`src/mbps_pkg.sv`:
```
// Shared constants, types and helpers for the masked byte pattern search.
package mbps_pkg;

    // Window depth and position counter width
    localparam int MAX_PATTERN_BYTES = 16;
    localparam int POSITION_BITS     = 24;

    // Fixed register geometry
    localparam int REG_PATTERN_BYTES = 16;
    localparam int REG_DATA_BITS     = 64;
    localparam int REG_ADDR_BITS     = 6;
    localparam int REG_INDEX_BITS    = 3;
    localparam int REG_LENGTH_BITS   = 5;
    localparam int REG_POS_BITS      = 24;

    // Derived widths
    localparam int LEN_BITS = $clog2(MAX_PATTERN_BYTES + 1);
    localparam int CMP_BITS = 33;

    // Register indexes (byte address = 8 * index)
    localparam logic [REG_INDEX_BITS-1:0] REG_PATTERN_LOW     = 3'd0;
    localparam logic [REG_INDEX_BITS-1:0] REG_PATTERN_HIGH    = 3'd1;
    localparam logic [REG_INDEX_BITS-1:0] REG_CARE_MASK_LOW   = 3'd2;
    localparam logic [REG_INDEX_BITS-1:0] REG_CARE_MASK_HIGH  = 3'd3;
    localparam logic [REG_INDEX_BITS-1:0] REG_PATTERN_LENGTH  = 3'd4;
    localparam logic [REG_INDEX_BITS-1:0] REG_SEARCH_BACKWARD = 3'd5;
    localparam logic [REG_INDEX_BITS-1:0] REG_START_POSITION  = 3'd6;
    localparam logic [REG_INDEX_BITS-1:0] REG_MAX_DISTANCE    = 3'd7;

    // Configuration seen by the datapath
    typedef struct packed {
        logic [REG_DATA_BITS-1:0]   pattern_low;
        logic [REG_DATA_BITS-1:0]   pattern_high;
        logic [REG_DATA_BITS-1:0]   care_mask_low;
        logic [REG_DATA_BITS-1:0]   care_mask_high;
        logic [REG_LENGTH_BITS-1:0] pattern_length;
        logic                       search_backward;
        logic [REG_POS_BITS-1:0]    start_position;
        logic [REG_POS_BITS-1:0]    max_distance;
    } t_cfg;

    // Pick byte i out of a low/high register pair; bytes past the pair read as zero
    function automatic logic [7:0] reg_byte(input logic [REG_DATA_BITS-1:0] lo,
                                            input logic [REG_DATA_BITS-1:0] hi,
                                            input int unsigned idx);
        logic [7:0] b;
        b = 8'h00;
        if (idx < 8) begin
            b = lo[8*(idx % 8) +: 8];
        end else if (idx < REG_PATTERN_BYTES) begin
            b = hi[8*(idx % 8) +: 8];
        end
        return b;
    endfunction

endpackage

```
`src/mbps_cell.sv`:
```
// One window cell: holds a buffer byte and compares the byte it takes next.
module mbps_cell
    import mbps_pkg::*;
(
    input  logic       i_clk,
    input  logic       i_rst_n,
    input  logic       i_shift,
    input  logic       i_clear,
    input  logic [7:0] i_byte,
    input  logic [7:0] i_pat,
    input  logic [7:0] i_mask,
    output logic [7:0] o_byte,
    output logic       o_hit
);

    logic [7:0] r_byte;
    logic [7:0] n_byte;

    // Take the neighbor's byte on a shift, drop the buffer on its end
    always_comb begin
        n_byte = r_byte;
        if (i_clear) begin
            n_byte = 8'h00;
        end else if (i_shift) begin
            n_byte = i_byte;
        end
    end

    always_ff @(posedge i_clk) begin
        if (!i_rst_n) begin
            r_byte <= 8'h00;
        end else begin
            r_byte <= n_byte;
        end
    end

    // Compare the incoming byte, so the hit belongs to the shifted window
    assign o_hit  = ((i_byte ^ i_pat) & i_mask) == 8'h00;
    assign o_byte = r_byte;

endmodule

```
`src/mbps_regs.sv`:
```
// APB-style configuration register file for the pattern search.
module mbps_regs
    import mbps_pkg::*;
(
    input  logic                     i_clk,
    input  logic                     i_rst_n,
    input  logic                     psel,
    input  logic                     penable,
    input  logic                     pwrite,
    input  logic [REG_ADDR_BITS-1:0] paddr,
    input  logic [REG_DATA_BITS-1:0] pwdata,
    output logic [REG_DATA_BITS-1:0] prdata,
    output logic                     pready,
    output t_cfg                     o_cfg
);

    t_cfg                      r_cfg;
    logic                      wr_en;
    logic [REG_INDEX_BITS-1:0] index;

    assign pready = 1'b1;
    assign wr_en  = psel & penable & pwrite;
    assign index  = paddr[REG_ADDR_BITS-1 -: REG_INDEX_BITS];

    // Write the addressed register on the access phase
    always_ff @(posedge i_clk) begin
        if (!i_rst_n) begin
            r_cfg <= '{pattern_length: REG_LENGTH_BITS'(1), default: '0};
        end else if (wr_en) begin
            case (index)
                REG_PATTERN_LOW:     r_cfg.pattern_low     <= pwdata;
                REG_PATTERN_HIGH:    r_cfg.pattern_high    <= pwdata;
                REG_CARE_MASK_LOW:   r_cfg.care_mask_low   <= pwdata;
                REG_CARE_MASK_HIGH:  r_cfg.care_mask_high  <= pwdata;
                REG_PATTERN_LENGTH:  r_cfg.pattern_length  <= pwdata[REG_LENGTH_BITS-1:0];
                REG_SEARCH_BACKWARD: r_cfg.search_backward <= pwdata[0];
                REG_START_POSITION:  r_cfg.start_position  <= pwdata[REG_POS_BITS-1:0];
                REG_MAX_DISTANCE:    r_cfg.max_distance    <= pwdata[REG_POS_BITS-1:0];
                default: ;
            endcase
        end
    end

    // Read back the addressed register
    always_comb begin
        case (index)
            REG_PATTERN_LOW:     prdata = r_cfg.pattern_low;
            REG_PATTERN_HIGH:    prdata = r_cfg.pattern_high;
            REG_CARE_MASK_LOW:   prdata = r_cfg.care_mask_low;
            REG_CARE_MASK_HIGH:  prdata = r_cfg.care_mask_high;
            REG_PATTERN_LENGTH:  prdata = REG_DATA_BITS'(r_cfg.pattern_length);
            REG_SEARCH_BACKWARD: prdata = REG_DATA_BITS'(r_cfg.search_backward);
            REG_START_POSITION:  prdata = REG_DATA_BITS'(r_cfg.start_position);
            REG_MAX_DISTANCE:    prdata = REG_DATA_BITS'(r_cfg.max_distance);
            default:             prdata = '0;
        endcase
    end

    assign o_cfg = r_cfg;

endmodule

```
`src/masked_byte_pattern_search.sv`:
```
// Top level of the masked byte pattern search: window chain, match tracking, result register.
//
// Usage:
//  The input channel (i_valid, o_stall, i_data_byte, i_last_byte) moves one buffer byte per
//  transfer; i_last_byte marks the final byte. Each byte enters a chain of window cells, one
//  cell per pattern byte, and every cell compares its byte with its pattern byte in parallel.
//  The result channel (o_valid, i_stall, o_found, o_match_position) carries one result per
//  buffer, loaded into the result register on the transfer of the last byte when it is free.
//  The block takes one byte per cycle while o_stall is low. A result that waits on a stalling
//  receiver moves to a second result register, so bytes keep flowing; o_stall rises only while
//  both result registers are full, and it comes from a register, not from i_stall.
//  Configuration goes through the APB-style port, 64-bit registers at byte address 8 * index;
//  the user writes them only while no buffer is in flight; the block does not enforce this.
//  Forward mode reports the first match at or after start_position; backward mode the highest
//  match in [start_position - max_distance, start_position], the lower bound held at zero.
//  Reset (i_rst_n low, synchronous) clears the window, position count, held match and result
//  valid flags, and sets all registers to zero except pattern_length, which reads 1.
module masked_byte_pattern_search
    import mbps_pkg::*;
(
    input  logic                     i_clk,
    input  logic                     i_rst_n,
    // Configuration port
    input  logic                     psel,
    input  logic                     penable,
    input  logic                     pwrite,
    input  logic [REG_ADDR_BITS-1:0] paddr,
    input  logic [REG_DATA_BITS-1:0] pwdata,
    output logic [REG_DATA_BITS-1:0] prdata,
    output logic                     pready,
    // Byte input
    input  logic                     i_valid,
    output logic                     o_stall,
    input  logic [7:0]               i_data_byte,
    input  logic                     i_last_byte,
    // Result output
    output logic                     o_valid,
    input  logic                     i_stall,
    output logic                     o_found,
    output logic [REG_POS_BITS-1:0]  o_match_position
);

    localparam logic [POSITION_BITS-1:0] POS_MAX = '1;

    t_cfg cfg;

    mbps_regs u_regs (
        .i_clk   (i_clk),
        .i_rst_n (i_rst_n),
        .psel    (psel),
        .penable (penable),
        .pwrite  (pwrite),
        .paddr   (paddr),
        .pwdata  (pwdata),
        .prdata  (prdata),
        .pready  (pready),
        .o_cfg   (cfg)
    );

    // Handshakes
    logic in_xfer;
    logic out_xfer;

    assign in_xfer  = i_valid & ~o_stall;
    assign out_xfer = o_valid & ~i_stall;

    // Clamp the pattern length into 1..MAX_PATTERN_BYTES
    logic [LEN_BITS-1:0] eff_len;

    always_comb begin
        if (cfg.pattern_length == '0) begin
            eff_len = LEN_BITS'(1);
        end else if (int'(cfg.pattern_length) > MAX_PATTERN_BYTES) begin
            eff_len = LEN_BITS'(MAX_PATTERN_BYTES);
        end else begin
            eff_len = LEN_BITS'(cfg.pattern_length);
        end
    end

    // Cell k holds the k-th newest byte and compares against pattern byte len-1-k
    logic [7:0] cell_pat  [MAX_PATTERN_BYTES];
    logic [7:0] cell_mask [MAX_PATTERN_BYTES];

    always_comb begin
        for (int k = 0; k < MAX_PATTERN_BYTES; k++) begin
            cell_pat[k]  = 8'h00;
            cell_mask[k] = 8'h00;
            if (k < int'(eff_len)) begin
                cell_pat[k]  = reg_byte(cfg.pattern_low, cfg.pattern_high,
                                        int'(eff_len) - 1 - k);
                cell_mask[k] = reg_byte(cfg.care_mask_low, cfg.care_mask_high,
                                        int'(eff_len) - 1 - k);
            end
        end
    end

    // Window chain
    logic [7:0]                   chain [MAX_PATTERN_BYTES+1];
    logic [MAX_PATTERN_BYTES-1:0] hits;
    logic                         clear_buf;

    assign chain[0]  = i_data_byte;
    assign clear_buf = in_xfer & i_last_byte;

    for (genvar k = 0; k < MAX_PATTERN_BYTES; k++) begin : g_cell
        mbps_cell u_cell (
            .i_clk   (i_clk),
            .i_rst_n (i_rst_n),
            .i_shift (in_xfer),
            .i_clear (clear_buf),
            .i_byte  (chain[k]),
            .i_pat   (cell_pat[k]),
            .i_mask  (cell_mask[k]),
            .o_byte  (chain[k+1]),
            .o_hit   (hits[k])
        );
    end

    // Per-buffer tracking
    logic [POSITION_BITS-1:0] r_seen;
    logic [POSITION_BITS-1:0] n_seen;
    logic                     r_held;
    logic                     n_held;
    logic [POSITION_BITS-1:0] r_held_pos;
    logic [POSITION_BITS-1:0] n_held_pos;

    logic [CMP_BITS-1:0] seen_ext;
    logic [CMP_BITS-1:0] len_m1;
    logic [CMP_BITS-1:0] cand_pos;
    logic [CMP_BITS-1:0] start_ext;
    logic [CMP_BITS-1:0] dist_ext;
    logic [CMP_BITS-1:0] low_bound;
    logic                seen_ok;
    logic                window_hit;
    logic                take;

    // Candidate start position and the backward window bounds
    always_comb begin
        seen_ext   = CMP_BITS'(r_seen);
        len_m1     = CMP_BITS'(eff_len) - CMP_BITS'(1);
        cand_pos   = seen_ext - len_m1;
        start_ext  = CMP_BITS'(cfg.start_position);
        dist_ext   = CMP_BITS'(cfg.max_distance);
        low_bound  = (start_ext >= dist_ext) ? (start_ext - dist_ext) : '0;
        seen_ok    = (r_seen < POS_MAX) && (seen_ext >= len_m1);
        window_hit = seen_ok && (&hits);
        if (cfg.search_backward) begin
            take = window_hit && (cand_pos >= low_bound) && (cand_pos <= start_ext);
        end else begin
            take = window_hit && !r_held && (cand_pos >= start_ext);
        end
    end

    // Update the held match and the byte count for this byte
    always_comb begin
        n_held     = r_held;
        n_held_pos = r_held_pos;
        n_seen     = r_seen;
        if (take) begin
            n_held     = 1'b1;
            n_held_pos = cand_pos[POSITION_BITS-1:0];
        end
        if (r_seen < POS_MAX) begin
            n_seen = r_seen + POSITION_BITS'(1);
        end
    end

    always_ff @(posedge i_clk) begin
        if (!i_rst_n) begin
            r_seen     <= '0;
            r_held     <= 1'b0;
            r_held_pos <= '0;
        end else if (in_xfer) begin
            if (i_last_byte) begin
                r_seen     <= '0;
                r_held     <= 1'b0;
                r_held_pos <= '0;
            end else begin
                r_seen     <= n_seen;
                r_held     <= n_held;
                r_held_pos <= n_held_pos;
            end
        end
    end

    // Result register plus a second one that catches a result while the first waits
    logic                    r_out_valid;
    logic                    r_found;
    logic [REG_POS_BITS-1:0] r_match_pos;
    logic                    r_skid_valid;
    logic                    r_skid_found;
    logic [REG_POS_BITS-1:0] r_skid_pos;
    logic                    res_found;
    logic [REG_POS_BITS-1:0] res_pos;
    logic                    out_free;

    assign res_found = n_held;
    assign res_pos   = n_held ? REG_POS_BITS'(n_held_pos) : '0;
    assign out_free  = out_xfer | ~r_out_valid;
    assign o_stall   = r_skid_valid;

    // Load on the last byte, drop once transferred, refill from the second register
    always_ff @(posedge i_clk) begin
        if (!i_rst_n) begin
            r_out_valid  <= 1'b0;
            r_skid_valid <= 1'b0;
        end else if (out_free) begin
            if (r_skid_valid) begin
                r_out_valid  <= 1'b1;
                r_skid_valid <= 1'b0;
            end else begin
                r_out_valid  <= clear_buf;
            end
        end else if (clear_buf) begin
            r_skid_valid <= 1'b1;
        end
    end

    always_ff @(posedge i_clk) begin
        if (out_free) begin
            if (r_skid_valid) begin
                r_found     <= r_skid_found;
                r_match_pos <= r_skid_pos;
            end else if (clear_buf) begin
                r_found     <= res_found;
                r_match_pos <= res_pos;
            end
        end else if (clear_buf) begin
            r_skid_found <= res_found;
            r_skid_pos   <= res_pos;
        end
    end

    assign o_valid          = r_out_valid;
    assign o_found          = r_found;
    assign o_match_position = r_match_pos;

endmodule
```
`config.mk`:
```
export PLATFORM = sky130hd
export DESIGN_NAME = masked_byte_pattern_search
export DESIGN_NICKNAME = d
export VERILOG_FILES = /design/src/mbps_pkg.sv /design/src/mbps_cell.sv /design/src/mbps_regs.sv /design/src/masked_byte_pattern_search.sv
export SDC_FILE = /design/constraint.sdc
export NUM_CORES = 2
export LEC_CHECK = 0
export BUFFER_PORTS_ARGS = -buffer_cell sky130_fd_sc_hd__buf_2
export CAP_MARGIN = 0
export CELL_PAD_IN_SITES_DETAIL_PLACEMENT = 1
export CELL_PAD_IN_SITES_GLOBAL_PLACEMENT = 2
export CORE_AREA = 2 2 355 357
export CTS_CLUSTER_DIAMETER = 200
export DETAILED_ROUTE_END_ITERATION = 6
export DIE_AREA = 0 0 357 359
export GPL_ROUTABILITY_DRIVEN = 0
export PLACE_DENSITY = 0.8
export SYNTH_ARGS = -nofsm -noshare
export SYNTH_HDL_FRONTEND = slang
export SYNTH_SLANG_ARGS = --single-unit
```
`constraint.sdc`:
```
create_clock -name i_clk -period 9.2 [get_ports i_clk]
set_input_delay 1.38 -clock i_clk [delete_from_list [all_inputs] [get_ports i_clk]]
set_output_delay 1.38 -clock i_clk [all_outputs]
set_load 0.02 [all_outputs]
```
==> results.ini <==
[run_status]
violations=DRC
status=complete, but fails checks

[layout]
final.fill_count=14790
instances_no_fill=6912
ff_latch_area_um2=11130
nets=5410
layout-drive-gt1-share_pct=15.58
multi_input_area_um2=31290
syn_to_final_growth_pct=9.792

[clocking]
root_buffer=clkbuf_16
cts_sinks=531
cts_hold_buf=0
insertion_delay_ns=0.69
h-tree-depth=3
clkTransAtPathRegs_ns=0.06
cts_buffers=69
cts_buffer_depth=3
cts_tree=yes

[synth]
synth_edf_count=50
seq_area_frac_synth_pct=24.97
synthCells=5279
ys_ff_latch=531
synth_nets=5488
synth_common_cells=nand2_1 (1276), dfxtp_1 (481), mux4_2 (340)
synthTopCellsByArea=dfxtp_1 (22%), mux4_2 (17%), nand2_1 (11%), a21boi_0 (5.2%), mux2i_1 (4.9%)
avgSynthCellArea_um2=8.443
yosysWarnings=0
synth_flop_cell=dfxtp_1
async_reset_ff_share_pct=0
yosysTopAreaCell=dfxtp_1
synth.most_common_cell=nand2_1
netlist_area_um2=44570
synthDistinctLibCells=91
synth_top_area_share_pct=21.61

[worst_setup_path]
critPathBufInv=6
end_kind=register
worstSetupPathType=reg2reg
worstPathArrival_ns=9.02
critPathTopFamily=compound AO/OA/AOI/OAI gates
cp_common_cell=a21o_1
critPathMaxStageDelay_ns=0.53
cp_slowest_cell=dfxtp_2
cp_max_fo=46
start_kind=register
cp.required_ns=9.68
rrSetupSlack_ns=0.66

[detailed_routing]
first_iter_violations=6121
ant_nets=0
drc_errors=3
wl_per_cell_um=31.75
avgViaCountPerCell=6.516
drt_wl_total_mm=219.4
vias=45040
dr.pass1.iters=7

[sta]
skew_ns=0.02767
finalHoldViolations=0
fin_crit_ns=8.544
fin_setup_tns_ns=0
fmax_mhz=117.0
worstMarginPinSlew_ns=1.341
slew_headroom_pct=8.062
setup_viol_count_final=0
rsz0062_at_grt=false
slew_violations=0
finalCritPeriodShare_pct=92.87

[place]
placedCellCount=6780
port_buffers=173
dp_hpwl_mm=167.3

[power_and_ir_drop]
clkPwrFrac_pct=46.6
p_sw_share_pct=30.69
power.leakage_nw=16.25
pwr-share-seq_pct=39.1
p_per_area_nw_per_um2=125.9
switching_power_mw=1.891
p_int_mw=4.270
ir_drop_uv=124.8
combPwrFrac_pct=14.3

[die]
die_h_um=359
core_um2=124600
die_x_um=357
rows=130
start_util_pct=35.77
die-area_um2=128200
io_pins=178

[global_route]
grt_usage_pct=33.25
grt_first_pass_wirelength_mm=312.7
antenna_found_initial=11
grt-ovfl-total=0
first_global_vias=43710
grt_max_degree=139

[min_path]
hold_class=reg2reg

[run]
drv_cap=0

power by group through the flow:
stage          logic (mW)  registers (mW)  clock network, mW
2_1_floorplan       0.576            2.45                  0
3_3_place_gp        0.848            2.46                  0
3_5_place_dp        0.860            2.46                  0
4_1_cts             0.862            2.41               2.90
5_1_grt             0.949            2.41               3.00
6_report            0.884            2.41               2.87
per-stage QoR:
stage | setup WS (ns) | hold WS, ns | total power [mW] | instance area [um^2] | utilization, %
6_report | 0.6560 | 0.4703 | 6.162 | 48930 | 39.27
5_1_grt | 0.03790 | 0.5061 | 6.360 | 48930 | 39.27
4_1_cts | 0.3257 | 0.4707 | 6.173 | 48890 | 39.24
3_5_place_dp | 0.3460 | 0.4623 | 3.318 | 46530 | 37.34
3_3_place_gp | 0.5588 | 0.4550 | 3.305 | 46530 | 37.34
2_1_floorplan | 0.04437 | 0.4435 | 3.022 | 44580 | -
layout by cell type, fill, tap and decap left out, types with 50 or more instances in the layout:
master,n
ha_1,118
mux4_2,340
buf_2,169
nand3_1,126
mux2_2,62
mux2i_1,220
buf_4,69
edfxtp_1,50
nand4_1,68
clkbuf_16,69
a31oi_1,56
dfxtp_1,479
o211ai_1,54
a21oi_1,260
nand2b_1,170
o21ai_0,136
inv_1,154
nand2_1,1274
nor2_1,134
nor2b_1,131
a21boi_0,308
path summary, 6_finish.rpt:
kind                               to        startpoint  depth (start not counted)
setup reg to reg  o_match_position[2]  u_regs.o_cfg[53]                         33
hold / removal       u_regs.o_cfg[15]  u_regs.o_cfg[15]                          2
setup / recovery  o_match_position[2]  u_regs.o_cfg[53]                         33
hold reg to reg      u_regs.o_cfg[15]  u_regs.o_cfg[15]                          2
final cells by class:
cell class                      instances  area share, %
Antenna cell                            6        0.03068
Clock buffer                           98          4.058
Clock inverter                         28         0.7722
Inverter                              164          1.284
Multi-Input combinational cell       4192          63.94
Sequential cell                       531          22.75
Tap cell                             1650          4.219
Timing Repair Buffer                  243          2.946
metal layers:
metal | track usage (%) | vias up | routed length, um
met5 | 0.2642 | - | 138
met4 | 23.50 | 4 | 18150
met3 | 8.812 | 632 | 24140
met2 | 48.10 | 2574 | 91950
met1 | 42.73 | 22670 | 85050
li1 | - | 19160 | -
timing repair:
item | CTS | global route
endpoints found under the setup margin | 0 | 68
setup buffers | 0 | 0
resized for setup | 0 | 6
flip-flops by register name, summed over array words and instances (netlist names):
register	cells
r_held	1
u_regs.o_cfg	310
o_stall	1
o_valid	1
r_held_pos	24
r_skid_found	1
r_seen	24
o_match_position	24
r_skid_pos	24
o_found	1
g_cell.u_cell.o_byte	120
logic make-up (layout without fill, tap and decap cells):
group	after synthesis	after routing	synth area share [%]
compound gates	1243	1243	19.22
xor+xnor	92	92	1.808
fa+ha+maj	123	123	3.487
buf+inv	556	533	5.093
flops	531	531	24.97
mux	622	622	23.69
other cells	1	7	0.008414
simple gates	2111	2111	21.72
worst reg2reg max path, delay by kind of cell (launching register included):
kind                     cells  cell delay, ns
AND/OR/NAND/NOR              6            1.45
XOR/XNOR                     1            0.31
flip-flops                   1            0.53
adder cells (fa/ha/maj)      3            0.87
AO/OA/AOI/OAI               17            3.86
buffers and inverters        6            1.33
Power figures use the tool's default switching activity.
